**src/rtl/core/utf8d_pkg.sv**
```systemverilog
`timescale 1ns / 1ps

package utf8d_pkg;

  localparam int unsigned CpWidth   = 21;
  localparam int unsigned PartWidth = 18;
  localparam int unsigned LenWidth  = 3;

  // Continuation bytes carry the pattern 10xxxxxx in their top two bits.
  localparam logic [1:0] ContTag = 2'b10;

  localparam logic [LenWidth-1:0] SeqLen1 = 3'd1;
  localparam logic [LenWidth-1:0] SeqLen2 = 3'd2;
  localparam logic [LenWidth-1:0] SeqLen3 = 3'd3;
  localparam logic [LenWidth-1:0] SeqLen4 = 3'd4;

  typedef struct packed {
    logic [1:0]           pending;
    logic [PartWidth-1:0] partial;
    logic [LenWidth-1:0]  total;
  } seq_state_t;

  typedef struct packed {
    logic                valid;
    logic [CpWidth-1:0]  code_point;
    logic                bad;
    logic [LenWidth-1:0] seq_bytes;
  } dec_result_t;

endpackage

```
**src/rtl/core/utf8d_decode.sv**
```systemverilog
`timescale 1ns / 1ps

module utf8d_decode
  import utf8d_pkg::*;
#(
  parameter bit FourByte = 1'b1
) (
  input  logic [7:0]  byte_i,
  input  seq_state_t  state_i,
  output seq_state_t  state_o,
  output dec_result_t result_o
);

  always_comb begin
    state_o  = state_i;
    result_o = '0;
    if (state_i.pending != 2'd0) begin
      if (byte_i[7:6] != ContTag) begin
        // A broken sequence reports the length it was expected to have.
        result_o.valid     = 1'b1;
        result_o.bad       = 1'b1;
        result_o.seq_bytes = state_i.total;
        state_o            = '0;
      end else if (state_i.pending == 2'd1) begin
        result_o.valid      = 1'b1;
        result_o.code_point = {state_i.partial[CpWidth-7:0], byte_i[5:0]};
        result_o.seq_bytes  = state_i.total;
        state_o             = '0;
      end else begin
        state_o.partial = {state_i.partial[PartWidth-7:0], byte_i[5:0]};
        state_o.pending = state_i.pending - 2'd1;
      end
    end else if (!byte_i[7]) begin
      result_o.valid      = 1'b1;
      result_o.code_point = {{(CpWidth-8){1'b0}}, byte_i};
      result_o.seq_bytes  = SeqLen1;
    end else if (!byte_i[6]) begin
      result_o.valid     = 1'b1;
      result_o.bad       = 1'b1;
      result_o.seq_bytes = SeqLen1;
    end else if (!byte_i[5]) begin
      state_o.partial = {{(PartWidth-5){1'b0}}, byte_i[4:0]};
      state_o.total   = SeqLen2;
      state_o.pending = 2'd1;
    end else if (!byte_i[4] || !FourByte) begin
      state_o.partial = {{(PartWidth-4){1'b0}}, byte_i[3:0]};
      state_o.total   = SeqLen3;
      state_o.pending = 2'd2;
    end else begin
      state_o.partial = {{(PartWidth-3){1'b0}}, byte_i[2:0]};
      state_o.total   = SeqLen4;
      state_o.pending = 2'd3;
    end
  end

endmodule

```
**src/rtl/core/utf8_stream_decoder.sv**
```systemverilog
`timescale 1ns / 1ps

// UTF-8 byte stream decoder. One byte is accepted per cycle; each byte passes
// through an input register, is decoded against the open-sequence state, and
// a finished code point is then registered in the output register once the
// held byte advances. Lead bytes and inner continuation bytes produce no
// output transaction; ASCII bytes, stray continuations, final continuations and
// broken sequences produce exactly one. Throughput is one byte per cycle as long
// as the output side takes results; the only stall comes from a full output
// register. MAX_SEQ_BYTES of 3 folds all leads from 0xE0 up into 3-byte forms.
module utf8_stream_decoder
  import utf8d_pkg::*;
#(
  parameter int unsigned MAX_SEQ_BYTES = 4
) (
  input  logic                clk_i,
  input  logic                rst_ni,
  input  logic                in_valid_i,
  output logic                in_stall_o,
  input  logic [7:0]          in_byte_i,
  output logic                out_valid_o,
  input  logic                out_stall_i,
  output logic [CpWidth-1:0]  code_point_o,
  output logic                bad_sequence_o,
  output logic [LenWidth-1:0] seq_bytes_o
);

  localparam bit FourByte = (MAX_SEQ_BYTES >= 4);

  logic        in_valid_q;
  logic [7:0]  in_byte_q;
  seq_state_t  state_q, state_d;
  dec_result_t dec_res;
  dec_result_t out_q;
  logic        advance;

  utf8d_decode #(
    .FourByte(FourByte)
  ) u_decode (
    .byte_i  (in_byte_q),
    .state_i (state_q),
    .state_o (state_d),
    .result_o(dec_res)
  );

  // The held byte moves on whenever the output register is free or drains now.
  assign advance    = in_valid_q && (!out_q.valid || !out_stall_i);
  assign in_stall_o = in_valid_q && !advance;

  always_ff @(posedge clk_i or negedge rst_ni) begin
    if (!rst_ni) begin
      in_valid_q <= 1'b0;
      state_q    <= '0;
      out_q      <= '0;
    end else begin
      if (!in_stall_o) begin
        in_valid_q <= in_valid_i;
      end
      if (advance) begin
        state_q <= state_d;
      end
      if (advance) begin
        out_q.valid <= dec_res.valid;
      end else if (!out_stall_i) begin
        out_q.valid <= 1'b0;
      end
      if (advance && dec_res.valid) begin
        out_q.code_point <= dec_res.code_point;
        out_q.bad        <= dec_res.bad;
        out_q.seq_bytes  <= dec_res.seq_bytes;
      end
    end
  end

  always_ff @(posedge clk_i) begin
    if (!in_stall_o && in_valid_i) begin
      in_byte_q <= in_byte_i;
    end
  end

  assign out_valid_o    = out_q.valid;
  assign code_point_o   = out_q.code_point;
  assign bad_sequence_o = out_q.bad;
  assign seq_bytes_o    = out_q.seq_bytes;

  // Sequence state only changes when a byte is actually consumed.
  assert property (@(posedge clk_i) disable iff (!rst_ni)
    !advance |=> $stable(state_q))
    else $error("sequence state changed without a consumed byte");

  // An open sequence always has a known length, and a closed one has none.
  assert property (@(posedge clk_i) disable iff (!rst_ni)
    (state_q.pending == 2'd0) == (state_q.total == 3'd0))
    else $error("pending count and sequence length disagree");

  // Error results carry no code point, and single-byte results are ASCII.
  assert property (@(posedge clk_i) disable iff (!rst_ni)
    out_valid_o |-> (bad_sequence_o ? (code_point_o == '0)
                     : ((seq_bytes_o != SeqLen1) || (code_point_o[CpWidth-1:7] == '0))))
    else $error("result payload inconsistent with its kind");

endmodule

```
**config.mk**
```make
export PLATFORM = sky130hd
export DESIGN_NAME = utf8_stream_decoder
export DESIGN_NICKNAME = d
export VERILOG_FILES = /design/src/rtl/core/utf8d_pkg.sv /design/src/rtl/core/utf8d_decode.sv /design/src/rtl/core/utf8_stream_decoder.sv
export SDC_FILE = /design/constraint.sdc
export NUM_CORES = 1
export LEC_CHECK = 0
export BUFFER_PORTS_ARGS = -buffer_cell sky130_fd_sc_hd__buf_4
export CAP_MARGIN = 0
export CORE_UTILIZATION = 50
export CTS_BUF_LIST = sky130_fd_sc_hd__clkbuf_2
export DETAILED_ROUTE_END_ITERATION = 6
export GPL_TIMING_DRIVEN = 0
export PLACE_DENSITY = 0.74
export SLEW_MARGIN = 20
export SYNTH_ARGS = -nofsm -noshare
export SYNTH_HDL_FRONTEND = slang
export SYNTH_SLANG_ARGS = --single-unit
```
**constraint.sdc**
```tcl
create_clock -name clk_i -period 1.7 [get_ports clk_i]
set_input_delay 0.085 -clock clk_i [delete_from_list [all_inputs] [get_ports clk_i]]
set_output_delay 0.085 -clock clk_i [all_outputs]
set_load 0.01 [all_outputs]
```
Yosys cells after proc, flatten, opt, wreduce, memory -nomap -nowiden
Cells that the tools add are included. Widths: inputs -> output; s select.

Output and inout port bits: 27. Input port bits: 12. Word-level logic and storage cells: 51. Flip-flop bits (word level): 55.

Mux-type cells: 23. Equal/unequal tests: 4. Add/subtract/negate cells: 1. Reductions and logical operators: 14.

Operators by type and width (number): $mux 23 (5); $mux 22 (2); $mux 26 (1); $mux 21 (1); $mux 20 (1); $mux 3 (4); $mux 1 (7); $mux 7 (1); $reduce_bool 2->1 (3); $logic_and 1x1->1 (4); $logic_not 1->1 (4); $mux 4 (1); $reduce_and 4->1 (1); $ne 3x3->1 const B (1); $reduce_and 3->1 (1); $eq 2x1->1 const B (1); $ne 2x1->1 const B (1); $ne 2x2->1 const B (1); $sub 2x1->2 const B (1); $logic_or 1x1->1 (1).

Logic depth before layout (Yosys ltp)
Depth in word-level cells: 7. Depth in mapped cells: 8. Depth with buffers taken out: 5.

Modules after synthesis
Synthesis repeated with hierarchy kept, for this count alone.

Cell total of the unflattened synthesis: 216. Area, all modules: 2944.1 um2.

Modules (own cells, without submodules): utf8_stream_decoder (cells an instance 120, area each 2230.9 um2, sequential area each 1491.4 um2, times used 1); utf8d_decode (cells an instance 96, area each 713.2 um2, sequential area each 0.0 um2, times used 1).

Worst setup path before layout
Ideal clock, no wire load.

Kind: reg2reg. From: register state_q[21] in the netlist's numbering. To: register out_q, in the netlist code_point_o[20]. Setup slack: -0.226 ns. Path buffers: 3. Cell stages (with the launch flop): 9. Clock period less this slack: 1.926 ns. Library setup time: 0.121 ns. Arrival: 1.805 ns. Required time: 1.579 ns. Cell sequence: dfrtp_1 inv_1 ha_1 and3_1 clkbuf_1 or3_1 buf_2 buf_6 a22o_1.

Cells in the longest elaborated chain, start to end: 5. Elaborated cells between the ends (all ways): 7. Classes of those cells: 1 x eq/ne; 4 x mux; 2 x reduce/logical.

RTL lines: start, declared (RTL line utf8_stream_decoder.sv:32) `seq_state_t state_q, state_d;`; start signal, assigned (RTL line utf8_stream_decoder.sv:60) `state_q <= state_d;`; $eq 2x1->1 (RTL line utf8d_decode.sv:24) `end else if (state_i.pending == 2'd1) begin`; $mux 22 (RTL line utf8d_decode.sv:24); $mux 1 (RTL line utf8d_decode.sv:18) `if (byte_i[7:6] != ContTag) begin`; $mux 26 * (RTL line utf8d_decode.sv:17) `if (state_i.pending != 2'd0) begin`; $logic_and 1x1->1 (RTL line utf8_stream_decoder.sv:67) `if (advance && dec_res.valid) begin`; end, declared (RTL line utf8_stream_decoder.sv:34) `dec_result_t out_q;`.

Every way passes the cells marked *; elsewhere a longest branch is shown, timed or not. A chain may end at the register's enable or synchronous reset.

Final worst setup path
From: register state_q[21] in the netlist's numbering. To: register out_q, in the netlist bad_sequence_o.

The elaborated chain is that of the path after synthesis.

==> run_results.csv <==
group,metric,value,unit
synth,synth_area_per_cell,11.99,sq um
floorplan,die_w,71.25,um
critical_path,path_cells,"buf_4 > ha_4 > buf_8 > nor4b_4 > or3_4 > buf_8 > a32o_1",
routing,wl_per_cell,17.68,um
pwr,p_comb_share,44.0,%
critical_path,cp_max_fo,9,
routing,drt_wl_total,5.694,mm
timing,max_slew_margin,61.93,%
layout,drive_above_1_share,37.41,%
timing,finalClockSkew,0.02099,ns
clock_network,numCtsBuffers,5,
placement,dpl.cell_count,290,
floorplan,io_pins,39,
pwr,ir_drop,783.5,uV
critical_path,r2r_end,"bad_sequence_o",
clock_network,clk_latency,0.47,ns
critical_path,crit_start,"state_q[21]",
placement,dp_slack,-0.3738,ns
placement,portBuffers,38,
layout,stdcell_count,322,
routing,via_per_inst,5.922,
timing,rsz0062_at_grt,"yes",
global_route,grt_pass1_vias,1895,
clock_network,clock_sinks,55,
global_route,antenna_found_initial,0,
routing,drt_iter0_drc,74,
routing,drc,3,
layout,nets,284,
synth,synth_fp_nets,215,
critical_path,crit_top_cell,"buf_8",
pwr,internal_power,2.868,mW
synth,syn_inst,200,
timing,min_period,1.801,ns
layout,antennaDiodeCount,0,
synth,synth_top_cell_area_share,49.06,%
pwr,seqPwrFrac,40.9,%
placement,dp_hpwl,3.593,mm
critical_path,r2r_cells,7,
global_route,grt_pass1_wl,9.087,mm
synth,ys_async_sr_fraction,85.45,%
synth,ys.flop_type,"dfrtp_1",
critical_path,cpMaxStageDelayCell,"dfrtp_2",
timing,hold_ws,0.1087,ns
routing,detail-route-antenna-nets,0,
synth,yosysTopAreaCell,"dfrtp_1",
layout,final_util,72.06,%
critical_path,worst-setup-path-type,"register to register",
global_route,grt_util_all_layers,23.54,%
synth,post_synth_num_cell_types,42,
critical_path,critPathLaunchType,"register",
timing,hold_viol,0,
synth,synthMostInstantiatedCell,"dfrtp_1",
clock_network,cts_tree,"done",
global_route,grt-ovfl-total,0,
synth,synth.area.top_cells,"dfrtp_1, edfxtp_1, a22o_1",
min_path,hold_path.class,"input port to asynchronous set/reset pin",
critical_path,crit_required,2.12,ns
timing,finalMaxSlewViolations,0,
pwr,finalPower,4.504,mW
timing,max_freq,0.5554,GHz
critical_path,endpoint_kind,"register",
timing,finalWorstSetupSlack,-0.1006,ns
synth,synth_edf_count,8,
clock_network,clockBufferDepth,2,
clock_network,cts_max_level,2,
pwr,pwr-share-clk,15.1,%
floorplan,fp.dieArea,5076,sq um
layout,fillers,321,
timing,final.period_utilization,105.9,%
timing,setup_viol,26,
routing,vias,1907,
pwr,netSwitchingFraction,36.31,%
synth,seq_area_frac_synth,59.08,%
timing,worstMarginPinSlew,0.5711,ns
run_status,status,"complete, but fails checks",
routing,drtPass1Iterations,6,
job,drv_cap,0,
floorplan,die-height,71.25,um
critical_path,crit_end,"bad_sequence_o",
critical_path,max_stage_delay,0.50,ns
layout,syn_to_final_growth,34.50,%
floorplan,core-area,4474,sq um
clock_network,clk_pin_slew_worst_paths,0.28,ns
placement,routabilityCongestion,0.8411,
pwr,p_per_area,1397,nW/um^2
critical_path,reg2reg_from,"state_q[21]",
synth,synth_seq_cells,55,
pwr,p_leak,1.492,nW
run_status,violations,"design-rule violations, negative setup slack",
synth,yosys_warnings,0,
global_route,grt_max_degree,48,
critical_path,crit_arrival,2.22,ns
pwr,p_switching,1.635,mW
floorplan,row_count,24,
clock_network,root_buffer,"clkbuf_2",
floorplan,start_util,53.58,%
synth,synth_common_cells,"dfrtp_1, a22o_1, nand3_1, o21ai_0",
synth,netlist_area,2397,sq um
critical_path,regToRegSetupSlack,-0.10,ns
## layout by cell type (no fill, tap or decap), drive strengths merged, types with 2 or more instances in the layout
cell type,Yosys,routed
o31ai,6,6
inv,8,9
nand3,19,19
a21oi,2,2
ha,3,3
a221o,2,2
nand2,6,6
dlygate4sd3,0,12
a21boi,2,2
and3,2,2
nor4,4,4
a211oi,2,2
nor2b,3,3
nor3b,2,2
edfxtp,8,8
buf,8,62
or4,5,5
or3b,2,2
o21ai,20,20
nand2b,3,3
nor2,3,3
a22o,22,22
mux2,2,2
a32o,3,3
dfrtp,47,47
clkbuf,6,7
## sequential cells by signal (all words and copies together) (netlist names)
register,flops
bad_sequence_o,1
code_point_o,21
in_byte_q,8
in_valid_q,1
out_valid_o,1
seq_bytes_o,3
state_q,20
## logic make-up (layout without fill, tap and decap cells)
| group | Yosys count | in the layout | share of synthesized area, % |
|---|---|---|---|
| mux | 3 | 3 | 1.357 |
| flops | 55 | 55 | 59.08 |
| compound gates | 63 | 63 | 19.52 |
| simple gates | 54 | 54 | 14.30 |
| fa+ha+maj | 3 | 3 | 1.566 |
| buf+inv | 22 | 92 | 4.175 |
## power groups by stage
| stage | Sequential [mW] | Combinational, mW | Clock, mW |
|---|---|---|---|
| 3_5_place_dp | 1.86 | 1.48 | 0 |
| 2_1_floorplan | 1.86 | 0.940 | 0 |
| 4_1_cts | 1.83 | 1.75 | 0.690 |
| 5_1_grt | 1.87 | 2.14 | 0.745 |
| 3_3_place_gp | 1.85 | 1.45 | 0 |
| 6_report | 1.84 | 1.98 | 0.681 |
## how the worst min path moves through the flow
stage	start	endpoint	slack, ns	cells after the start
6_report	rst_ni	code_point_o[14]	0.11	2
5_1_grt	rst_ni	code_point_o[20]	0.13	2
4_1_cts	rst_ni	code_point_o[20]	0.12	2
3_5_place_dp	rst_ni	code_point_o[20]	0.13	1
3_3_place_gp	rst_ni	code_point_o[20]	0.13	1
2_1_floorplan	rst_ni	bad_sequence_o	-0.21	0
## metal layers
layer	GRT usage, %	vias to the layer above	part of all wire, %
li1	-	896	-
met1	31.27	922	43
met2	38.20	80	49
met3	5.626	9	6.0
met4	8.222	0	1.7
met5	0	-	0
## metrics by stage
| step | instance area (sq um) | TNS (ns) |
|---|---|---|
| floorplan | 2426 | -0.8231 |
| global placement | 2776 | -6.382 |
| detailed placement | 2776 | -8.061 |
| CTS | 3118 | -1.964 |
| global route | 3224 | -3.566 |
| finish | 3224 | -1.652 |
## final cells by class
class	count	area [sq um]	share of cell area, %
well taps	52	65.06	2.018
multi-input cells	123	992.2	30.77
clock inverters	3	47.55	1.475
clock buffers	5	25.02	0.7761
inverters	8	30.03	0.9313
flip-flops and latches	55	1418	43.97
plain buffers	10	90.09	2.794
repair buffers	66	556.8	17.27
## worst max-delay path: cells and delay by family (launching register included)
family                   cells  cell delay [ns]
AND/OR/NAND/NOR              2             0.56
flip-flops                   1             0.50
buffers and inverters        3             0.43
adder cells (fa/ha/maj)      1             0.15
AO/OA/AOI/OAI                1             0.12
## repair_timing
| item | CTS | global route |
|---|---|---|
| hold endpoints to repair | 57 | 0 |
| pin swaps | 14 | 2 |
| gates resized for setup | 26 | 25 |
| buffers inserted | 9 | 6 |
| hold buffers | 12 | 0 |
| gates cloned | 1 | 0 |
| endpoints found under the setup margin | 46 | 45 |
Note: power is estimated with default switching activity, not from simulation.
